File: config.mk
export PLATFORM = sky130hd
export DESIGN_NAME = dma_queue_completion_tracker
export DESIGN_NICKNAME = d
export VERILOG_FILES = /design/src/sv/dqct_pkg.sv /design/src/sv/dma_queue_completion_tracker.sv /design/src/sv/dqct_step.sv
export SDC_FILE = /design/constraint.sdc
export NUM_CORES = 1
export LEC_CHECK = 0
export BUFFER_PORTS_ARGS = -buffer_cell sky130_fd_sc_hd__buf_4
export CAP_MARGIN = 20
export CORE_ASPECT_RATIO = 1.5
export CORE_MARGIN = 8
export CORE_UTILIZATION = 25
export DETAILED_ROUTE_END_ITERATION = 8
export PLACE_DENSITY = 0.49
export SYNTH_ARGS = -nofsm -noshare
export SYNTH_HDL_FRONTEND = slang
export SYNTH_HIERARCHICAL = 1
export SYNTH_SLANG_ARGS = --single-unit
File: constraint.sdc
create_clock -name clk -period 5 [get_ports clk]
set_input_delay 1.25 -clock clk [delete_from_list [all_inputs] [get_ports clk]]
set_output_delay 1.25 -clock clk [all_outputs]
set_load 0.005 [all_outputs]
File: src/sv/dqct_pkg.sv
// shared types, constants and index helpers for the dma queue completion tracker
// no dependencies
`default_nettype none

package dqct_pkg;

  localparam int QUEUE_ENTRIES = 256;
  localparam int IDX_W         = 8;
  localparam int WRAP_W        = 32;
  localparam int OP_W          = 3;
  localparam int IN_DATA_W     = 48;
  localparam int OUT_DATA_W    = 104;

  typedef enum logic [OP_W-1:0] {
    OP_SUB_DTX = 3'd0,
    OP_SUB_DRX = 3'd1,
    OP_SUB_ATX = 3'd2,
    OP_SUB_ARX = 3'd3,
    OP_CHK_ATX = 3'd4,
    OP_CHK_ARX = 3'd5
  } opcode_t;

  typedef struct packed {
    logic [IDX_W-1:0]  dtx_tail;
    logic [IDX_W-1:0]  drx_tail;
    logic [IDX_W-1:0]  atx_tail;
    logic [IDX_W-1:0]  arx_tail;
    logic [WRAP_W-1:0] atx_wraps;
    logic [WRAP_W-1:0] arx_wraps;
  } queue_state_t;

  typedef struct packed {
    logic [WRAP_W-1:0] check_wrap;
    logic [IDX_W-1:0]  check_index;
    logic [IDX_W-1:0]  hw_head;
  } item_t;

  typedef struct packed {
    logic [WRAP_W-1:0] wraps_auto_rx;
    logic [WRAP_W-1:0] wraps_auto_tx;
    logic [IDX_W-1:0]  tail_auto_rx;
    logic [IDX_W-1:0]  tail_auto_tx;
    logic [IDX_W-1:0]  tail_direct_rx;
    logic [IDX_W-1:0]  tail_direct_tx;
    logic              queue_empty;
    logic              partial_done;
    logic              accepted;
  } result_t;

  function automatic logic [IDX_W-1:0] next_index(input logic [IDX_W-1:0] t);
    logic [IDX_W:0] sum;
    sum = {1'b0, t} + (IDX_W+1)'(1);
    next_index = (sum >= (IDX_W+1)'(QUEUE_ENTRIES)) ? '0 : sum[IDX_W-1:0];
  endfunction

endpackage

`default_nettype wire

File: src/sv/dma_queue_completion_tracker.sv
// top level of the dma queue completion tracker: queue state and result register
// depends on dqct_pkg and dqct_step
//
// channel | dir | payload                                    | beat taken when
// s       | in  | tuser opcode, tdata head/index/wrap         | s_tvalid & s_tready
// m       | out | tdata flags, four tails, two wrap counters  | m_tvalid & m_tready
//
// one result beat per input beat, registered: the result is valid in the cycle after its input beat
// sustains one beat per cycle while m_tready stays high; the single result register sets the latency
// s_tready drops only while a result waits and m_tready is low
// rst clears all tails, wrap counters and the result valid
`default_nettype none

module dma_queue_completion_tracker (
  input  wire logic                               clk,
  input  wire logic                               rst,
  input  wire logic                               s_tvalid,
  output logic                                    s_tready,
  input  wire logic [dqct_pkg::IN_DATA_W-1:0]     s_tdata,  // hw_head, check_index, check_wrap
  input  wire logic [dqct_pkg::OP_W-1:0]          s_tuser,  // opcode
  output logic                                    m_tvalid,
  input  wire logic                               m_tready,
  // accepted, partial_done, queue_empty, tail_direct_tx, tail_direct_rx,
  // tail_auto_tx, tail_auto_rx, wraps_auto_tx, wraps_auto_rx, zero fill
  output logic [dqct_pkg::OUT_DATA_W-1:0]         m_tdata
);

  localparam int RES_W = $bits(dqct_pkg::result_t);

  dqct_pkg::queue_state_t st, st_next;
  dqct_pkg::result_t      res_next;
  dqct_pkg::item_t        item;
  logic                   s_fire;

  assign item     = s_tdata;
  assign s_tready = !m_tvalid || m_tready;
  assign s_fire   = s_tvalid && s_tready;

  dqct_step u_step (
    .op   (s_tuser),
    .item (item),
    .cur  (st),
    .nxt  (st_next),
    .res  (res_next)
  );

  always_ff @(posedge clk) begin
    if (rst) begin
      st       <= '0;
      m_tvalid <= 1'b0;
    end else begin
      if (s_fire) begin
        st <= st_next;
      end
      if (s_fire) begin
        m_tvalid <= 1'b1;
      end else if (m_tready) begin
        m_tvalid <= 1'b0;
      end
    end
  end

  always_ff @(posedge clk) begin
    if (s_fire) begin
      m_tdata <= {(dqct_pkg::OUT_DATA_W-RES_W)'(0), res_next};
    end
  end

  // full auto tx queue leaves its tail alone
  a_atx_full_hold: assert property (@(posedge clk) disable iff (rst)
    s_fire && s_tuser == dqct_pkg::OP_SUB_ATX
      && dqct_pkg::next_index(st.atx_tail) == item.hw_head
    |=> $stable(st.atx_tail) && $stable(st.atx_wraps))
    else $error("auto tx tail moved on a full queue");

  // wrap counters move only as the tail lands on zero
  a_wrap_at_zero: assert property (@(posedge clk) disable iff (rst)
    !$stable(st.atx_wraps) || !$stable(st.arx_wraps)
    |-> (!$stable(st.atx_wraps) ? st.atx_tail == '0 : st.arx_tail == '0))
    else $error("wrap counter moved without tail wrap");

  // a completion flag never comes with a rejection
  a_done_accepted: assert property (@(posedge clk) disable iff (rst)
    m_tvalid |-> !(m_tdata[1] && !m_tdata[0]))
    else $error("partial_done set on an unaccepted beat");

endmodule

`default_nettype wire

File: src/sv/dqct_step.sv
// next-state and result logic for one beat of the completion tracker
// depends on dqct_pkg
`default_nettype none

module dqct_step (
  input  wire logic                 [dqct_pkg::OP_W-1:0] op,
  input  wire dqct_pkg::item_t                           item,
  input  wire dqct_pkg::queue_state_t                    cur,
  output dqct_pkg::queue_state_t                         nxt,
  output dqct_pkg::result_t                              res
);

  logic [dqct_pkg::IDX_W-1:0]  n_dtx, n_drx, n_atx, n_arx;
  logic [dqct_pkg::WRAP_W-1:0] rec, rec1;
  logic                        acc, done, empty;
  logic [dqct_pkg::IDX_W-1:0]  chk_tail;
  logic [dqct_pkg::WRAP_W-1:0] chk_wraps;
  logic                        chk_done;
  logic [dqct_pkg::IDX_W-1:0]  h, i;

  assign n_dtx = dqct_pkg::next_index(cur.dtx_tail);
  assign n_drx = dqct_pkg::next_index(cur.drx_tail);
  assign n_atx = dqct_pkg::next_index(cur.atx_tail);
  assign n_arx = dqct_pkg::next_index(cur.arx_tail);
  assign rec   = item.check_wrap;
  assign rec1  = item.check_wrap + dqct_pkg::WRAP_W'(1);
  assign h     = item.hw_head;
  assign i     = item.check_index;

  assign chk_tail  = (op == dqct_pkg::OP_CHK_ARX) ? cur.arx_tail : cur.atx_tail;
  assign chk_wraps = (op == dqct_pkg::OP_CHK_ARX) ? cur.arx_wraps : cur.atx_wraps;

  // head passed the recorded index, accounting for one lap of the ring
  always_comb begin
    priority if (h == chk_tail) begin
      chk_done = 1'b1;
    end else if (h < i) begin
      if (chk_tail < i) begin
        chk_done = (chk_tail > h) ? 1'b1 : (chk_wraps != rec1);
      end else begin
        chk_done = (chk_wraps != rec);
      end
    end else if (h == i || chk_tail < i || chk_tail > h) begin
      chk_done = 1'b1;
    end else begin
      chk_done = (chk_wraps != rec);
    end
  end

  always_comb begin
    nxt   = cur;
    acc   = 1'b0;
    done  = 1'b0;
    empty = 1'b0;
    unique case (op)
      dqct_pkg::OP_SUB_DTX: begin
        nxt.dtx_tail = n_dtx;
        acc          = 1'b1;
        empty        = (h == n_dtx);
      end
      dqct_pkg::OP_SUB_DRX: begin
        nxt.drx_tail = n_drx;
        acc          = 1'b1;
        empty        = (h == n_drx);
      end
      dqct_pkg::OP_SUB_ATX: begin
        if (n_atx == h) begin
          empty = (h == cur.atx_tail);
        end else begin
          nxt.atx_tail = n_atx;
          if (n_atx == '0) begin
            nxt.atx_wraps = cur.atx_wraps + dqct_pkg::WRAP_W'(1);
          end
          acc   = 1'b1;
          empty = (h == n_atx);
        end
      end
      dqct_pkg::OP_SUB_ARX: begin
        if (n_arx == h) begin
          empty = (h == cur.arx_tail);
        end else begin
          nxt.arx_tail = n_arx;
          if (n_arx == '0) begin
            nxt.arx_wraps = cur.arx_wraps + dqct_pkg::WRAP_W'(1);
          end
          acc   = 1'b1;
          empty = (h == n_arx);
        end
      end
      dqct_pkg::OP_CHK_ATX, dqct_pkg::OP_CHK_ARX: begin
        acc   = 1'b1;
        done  = chk_done;
        empty = (h == chk_tail);
      end
      default: begin
        acc = 1'b0;
      end
    endcase
  end

  always_comb begin
    res.accepted       = acc;
    res.partial_done   = done;
    res.queue_empty    = empty;
    res.tail_direct_tx = nxt.dtx_tail;
    res.tail_direct_rx = nxt.drx_tail;
    res.tail_auto_tx   = nxt.atx_tail;
    res.tail_auto_rx   = nxt.arx_tail;
    res.wraps_auto_tx  = nxt.atx_wraps;
    res.wraps_auto_rx  = nxt.arx_wraps;
  end

endmodule

`default_nettype wire

==> flow_summary.html <==
<table>
<tr><th>Metric</th><th>Value</th></tr>
<tr><th colspan="2">Timing</th></tr>
<tr><td>Slew at the pin closest to its max-slew limit</td><td>just over 0.9 ns</td></tr>
<tr><td>Max Slew Vio Count</td><td>0</td></tr>
<tr><td>Max Freq</td><td>0.240 GHz</td></tr>
<tr><td>Setup-violating endpoint count in the final report</td><td>0</td></tr>
<tr><td>Final Hold Fails</td><td>0</td></tr>
<tr><td>Max-slew headroom</td><td>39.3%</td></tr>
<tr><td>RSZ-0062 raised after global routing</td><td>false</td></tr>
<tr><td>Setup tns final</td><td>0 ns</td></tr>
<tr><td>Clk_skew</td><td>0.0130 ns</td></tr>
<tr><td>Min cycle time layout</td><td>4.16 ns</td></tr>
<tr><td>Post-route clock period utilization</td><td>83.3%</td></tr>
<tr><th colspan="2">Min path</th></tr>
<tr><td>Hold EP</td><td>st[81]</td></tr>
<tr><td>Startpoint of the most critical hold path</td><td>st[81]</td></tr>
<tr><td>Type of the most critical hold path</td><td>reg -&gt; reg</td></tr>
<tr><td>Number of cells traversed by the worst hold path</td><td>2</td></tr>
<tr><th colspan="2">Finish</th></tr>
<tr><td>Layout overhead on the synthesized area</td><td>11.9%</td></tr>
<tr><td>Layout Utilization</td><td>28.3%</td></tr>
<tr><td>Share of cells above drive strength 1</td><td>19.8%</td></tr>
<tr><td>Post-layout net count</td><td>1,590</td></tr>
<tr><td>Post-route standard cell area excluding fillers</td><td>15,400 sq um</td></tr>
<tr><th colspan="2">Routing</th></tr>
<tr><td>Wire length per cell</td><td>21.2 um</td></tr>
<tr><td>Drc violations</td><td>0</td></tr>
<tr><td>Number of vias after detailed routing</td><td>11,100</td></tr>
<tr><td>Iteration count of the initial detailed-routing pass</td><td>5</td></tr>
<tr><td>Drt total wl</td><td>46.9 mm</td></tr>
<tr><td>Number of vias per cell after detailed routing</td><td>5.00</td></tr>
<tr><td>Starting DRC count in detailed routing</td><td>888</td></tr>
<tr><td>DRT antenna net count</td><td>0</td></tr>
<tr><th colspan="2">Critical path</th></tr>
<tr><td>Delay of the slowest critical-path stage</td><td>0.53 ns</td></tr>
<tr><td>Peak fanout along the critical path</td><td>11</td></tr>
<tr><td>Startpoint of the most critical register-to-register path</td><td>st[65]</td></tr>
<tr><td>WP data required</td><td>~5.3 ns</td></tr>
<tr><td>Startpoint type of the worst setup path</td><td>flip-flop</td></tr>
<tr><td>CP endpoint kind</td><td>flip-flop</td></tr>
<tr><td>Dominant cell type by count on the critical path</td><td>sky130_fd_sc_hd__and3_1</td></tr>
<tr><td>Crit path cell chain</td><td>ha_1 &gt; and3_1 &gt; and3_1 &gt; xnor2_1 &gt; a2111o_1 &gt; nor2_2 &gt; mux2_1 &gt; o31a_1 &gt; a211o_1 &gt; a2111oi_2 &gt; a31o_1</td></tr>
<tr><td>Slack of the worst reg-to-reg path</td><td>0.84 ns</td></tr>
<tr><td>Reg-to-reg endpoint</td><td>m_tdata[2]</td></tr>
<tr><td>Endpoint arrival time on the critical path</td><td>4.50 ns</td></tr>
<tr><td>Max stage delay cell, worst path</td><td>sky130_fd_sc_hd__nor2_2</td></tr>
<tr><td>R2R depth</td><td>11</td></tr>
<tr><td>Type of the setup path with the least slack</td><td>reg -&gt; reg</td></tr>
<tr><th colspan="2">Global route</th></tr>
<tr><td>All-layer global routing usage</td><td>14.4%</td></tr>
<tr><td>Remaining global-route overflow</td><td>0</td></tr>
<tr><td>Via count of the first global-routing pass</td><td>10,800</td></tr>
<tr><td>First-pass GRT wire length</td><td>69.3 mm</td></tr>
<tr><td>Number of antenna violations at the first check in global routing</td><td>4</td></tr>
<tr><td>Largest net degree at the start of global routing</td><td>194</td></tr>
<tr><th colspan="2">Synth</th></tr>
<tr><td>Mean instance size in the synthesized netlist</td><td>9.17 sq um</td></tr>
<tr><td>Synth area leaders</td><td>sky130_fd_sc_hd__edfxtp_1 22%, sky130_fd_sc_hd__dfxtp_1 14%, sky130_fd_sc_hd__xnor2_1 7.4%, sky130_fd_sc_hd__buf_4 5.9%, sky130_fd_sc_hd__nand3_1 5.6%</td></tr>
<tr><td>Number of distinct library cell variants in the gate-level netlist after synthesis</td><td>85</td></tr>
<tr><td>Gate count of the mapped netlist</td><td>~1,500</td></tr>
<tr><td>Cell type with the highest aggregate area in the netlist</td><td>sky130_fd_sc_hd__edfxtp_1</td></tr>
<tr><td>Mapped cell area</td><td>between 10,000 and 15,000 sq um</td></tr>
<tr><td>Synthesis warning total</td><td>6</td></tr>
<tr><td>Most common flop cell mapped by yosys</td><td>sky130_fd_sc_hd__edfxtp_1</td></tr>
<tr><td>Proportion of netlist area held by the largest area contributor</td><td>21.6%</td></tr>
<tr><td>Count of flip-flops with a built-in enable after synthesis</td><td>99</td></tr>
<tr><td>Synth async-reset ratio</td><td>0%</td></tr>
<tr><td>Sequential area share after synthesis</td><td>35.7%</td></tr>
<tr><td>Flip-flop and latch count after synthesis</td><td>between 150 and 200</td></tr>
<tr><th colspan="2">Floorplan</th></tr>
<tr><td>Die height</td><td>303 um</td></tr>
<tr><td>Initial Util</td><td>between 20% and 30%</td></tr>
<tr><td>Area of the die</td><td>63,000 sq um</td></tr>
<tr><td>Placement Rows</td><td>approximately 110</td></tr>
<tr><td>CORE AREA</td><td>around 55,000 sq um</td></tr>
<tr><td>Overall die width</td><td>208 um</td></tr>
<tr><td>Top-level I/O count</td><td>~160</td></tr>
<tr><th colspan="2">Placed design</th></tr>
<tr><td>Placed Area</td><td>14,800 sq um</td></tr>
<tr><td>Global placement routability congestion</td><td>around 0.9</td></tr>
<tr><td>PortBufs</td><td>155</td></tr>
<tr><td>Detailed placer's ending HPWL</td><td>roughly 35 mm</td></tr>
<tr><th colspan="2">Clock tree</th></tr>
<tr><td>Post-CTS setup buffer count</td><td>0</td></tr>
<tr><td>CTS hold repair buffers</td><td>0</td></tr>
<tr><td>Clock-pin slew on the worst setup and hold paths</td><td>approximately 0.080 ns</td></tr>
<tr><td>Total of cells resized after clock tree synthesis</td><td>0</td></tr>
<tr><td>Total number of clock tree sinks</td><td>196</td></tr>
<tr><td>Root buffer cell</td><td>sky130_fd_sc_hd__clkbuf_16</td></tr>
<tr><td>TritonCTS clock tree</td><td>yes</td></tr>
<tr><td>Latest clock arrival within the worst-skew pair</td><td>0.47 ns</td></tr>
<tr><td>Total number of H-tree levels</td><td>4</td></tr>
<tr><td>Maximum number of buffers from clock root to sink</td><td>2</td></tr>
<tr><td>TritonCTS Buffers</td><td>17</td></tr>
<tr><th colspan="2">Power and ir drop</th></tr>
<tr><td>IR Drop Worst-Case VDD</td><td>between 0.2 and 0.25 mV</td></tr>
<tr><td>LEAKAGE</td><td>0.00567 uW</td></tr>
<tr><td>Areal power density over the cells</td><td>approximately 240 nW/um^2</td></tr>
<tr><th colspan="2">Run status</th></tr>
<tr><td>Status</td><td>finished clean</td></tr>
<tr><th colspan="2">Flow run</th></tr>
<tr><td>Count of max-cap constraint violations</td><td>0</td></tr>
</table>
synthesized netlist by cell type, types with 31 or more instances:
library cell and number:
sky130_fd_sc_hd__a21bo_1 51, sky130_fd_sc_hd__nand2_1 101, sky130_fd_sc_hd__nor2_1 56, sky130_fd_sc_hd__buf_2 51
sky130_fd_sc_hd__mux2i_1 46, sky130_fd_sc_hd__nand4_1 31, sky130_fd_sc_hd__a21bo_2 45, sky130_fd_sc_hd__and3_1 31
sky130_fd_sc_hd__o21ai_0 34, sky130_fd_sc_hd__edfxtp_1 99, sky130_fd_sc_hd__a21oi_1 125, sky130_fd_sc_hd__buf_4 108
sky130_fd_sc_hd__nand3_1 153, sky130_fd_sc_hd__xor2_1 35, sky130_fd_sc_hd__dfxtp_1 97, sky130_fd_sc_hd__clkbuf_1 33
sky130_fd_sc_hd__xnor2_1 116
routing by layer:
layer	vias up	global-route usage (%)	part of all wire (%)
li1	5324	-	-
met1	5400	15.5	39
met2	289	28.6	56
met3	51	2.35	3.7
met4	4	4.30	2.0
met5	-	0	0.058
worst max path at each step:
stage / start / endpoint / cells after the start
after floorplan: s_tuser[2] / m_tdata[1] / 18
after CTS: st[65] / m_tdata[2] / 11
after detailed placement: s_tuser[1] / m_tdata[1] / 14
after global placement: s_tuser[1] / m_tdata[1] / 12
final: st[65] / m_tdata[2] / 11
after global routing: st[65] / m_tdata[2] / 11
power breakdown:
part / leakage, uW / switching, uW / internal [uW]
Combinational: 0.00359 / 249 / 153
Sequential: 0.00177 / 18.3 / 1730
Clock: 0.000304 / 753 / 739
Total: 0.00567 / 1020 / 2620
stage by stage:
stage / instances / setup WS, ns / power, uW / hold slack (ns)
2_1_floorplan: 1505 / 0.0423 / 2000 / 0.544
3_3_place_gp: 2181 / 0.446 / 2190 / 0.591
3_5_place_dp: 2181 / 0.434 / 2190 / 0.599
4_1_cts: 2213 / 0.877 / 3710 / 0.614
5_1_grt: 2214 / 0.593 / 3780 / 0.632
6_report: 2215 / 0.836 / 3640 / 0.612
cells in the final DEF (no fill, tap or decap), types with 7 or more instances in the layout:
| cell type | count |
|---|---|
| sky130_fd_sc_hd__a21bo_1 | 51 |
| sky130_fd_sc_hd__a21bo_2 | 45 |
| sky130_fd_sc_hd__a21oi_1 | 125 |
| sky130_fd_sc_hd__a31oi_1 | 10 |
| sky130_fd_sc_hd__and2_1 | 10 |
| sky130_fd_sc_hd__and3_1 | 31 |
| sky130_fd_sc_hd__and4_1 | 16 |
| sky130_fd_sc_hd__buf_4 | 180 |
| sky130_fd_sc_hd__clkbuf_16 | 17 |
| sky130_fd_sc_hd__dfxtp_1 | 97 |
| sky130_fd_sc_hd__edfxtp_1 | 99 |
| sky130_fd_sc_hd__ha_1 | 30 |
| sky130_fd_sc_hd__inv_1 | 26 |
| sky130_fd_sc_hd__mux2_2 | 15 |
| sky130_fd_sc_hd__mux2i_1 | 46 |
| sky130_fd_sc_hd__nand2_1 | 101 |
| sky130_fd_sc_hd__nand3_1 | 153 |
| sky130_fd_sc_hd__nand4_1 | 31 |
| sky130_fd_sc_hd__nor2_1 | 56 |
| sky130_fd_sc_hd__nor3_1 | 15 |
| sky130_fd_sc_hd__nor4_1 | 13 |
| sky130_fd_sc_hd__o211ai_1 | 8 |
| sky130_fd_sc_hd__o21a_1 | 7 |
| sky130_fd_sc_hd__o21ai_0 | 34 |
| sky130_fd_sc_hd__o22ai_1 | 10 |
| sky130_fd_sc_hd__or3_1 | 10 |
| sky130_fd_sc_hd__xnor2_1 | 116 |
| sky130_fd_sc_hd__xor2_1 | 35 |
cells by family after synthesis:
group | Yosys count | share of synthesized area, %
and+or+nand+nor | 481 | 18.5
xor gates and xnor gates | 151 | 9.61
other | 1 | 0.0272
AOI/OAI and AO/OA | 345 | 18.0
muxes | 66 | 5.06
adders and majority gates | 30 | 2.73
buffers and inverters | 231 | 10.3
DFF | 196 | 35.7
area by class of cell:
cell class / instances / area (sq um)
inverters: 27 / 101
diodes: 2 / 5.00
flip-flops and latches: 196 / 4910
clock buffers: 18 / 439
repair buffers: 185 / 1440
clock inverters: 14 / 183
fillers: 5727 / 39100
multi-input cells: 1078 / 7450
well taps: 695 / 870
flip-flops by register name, indices dropped and copies added, names as in the netlist:
| name | count |
|---|---|
| m_tdata | 99 |
| m_tvalid | 1 |
| st | 96 |
worst max-delay path, delay by kind of cell (launching register included):
family | cells | cell delay (ns)
AOI/OAI and AO/OA | 5 | 1.42
xor gates and xnor gates | 1 | 0.13
adders and majority gates | 1 | 0.44
DFF | 1 | 0.48
muxes | 1 | 0.39
and+or+nand+nor | 3 | 1.17
No activity file was read; power rests on OpenSTA's default activity.
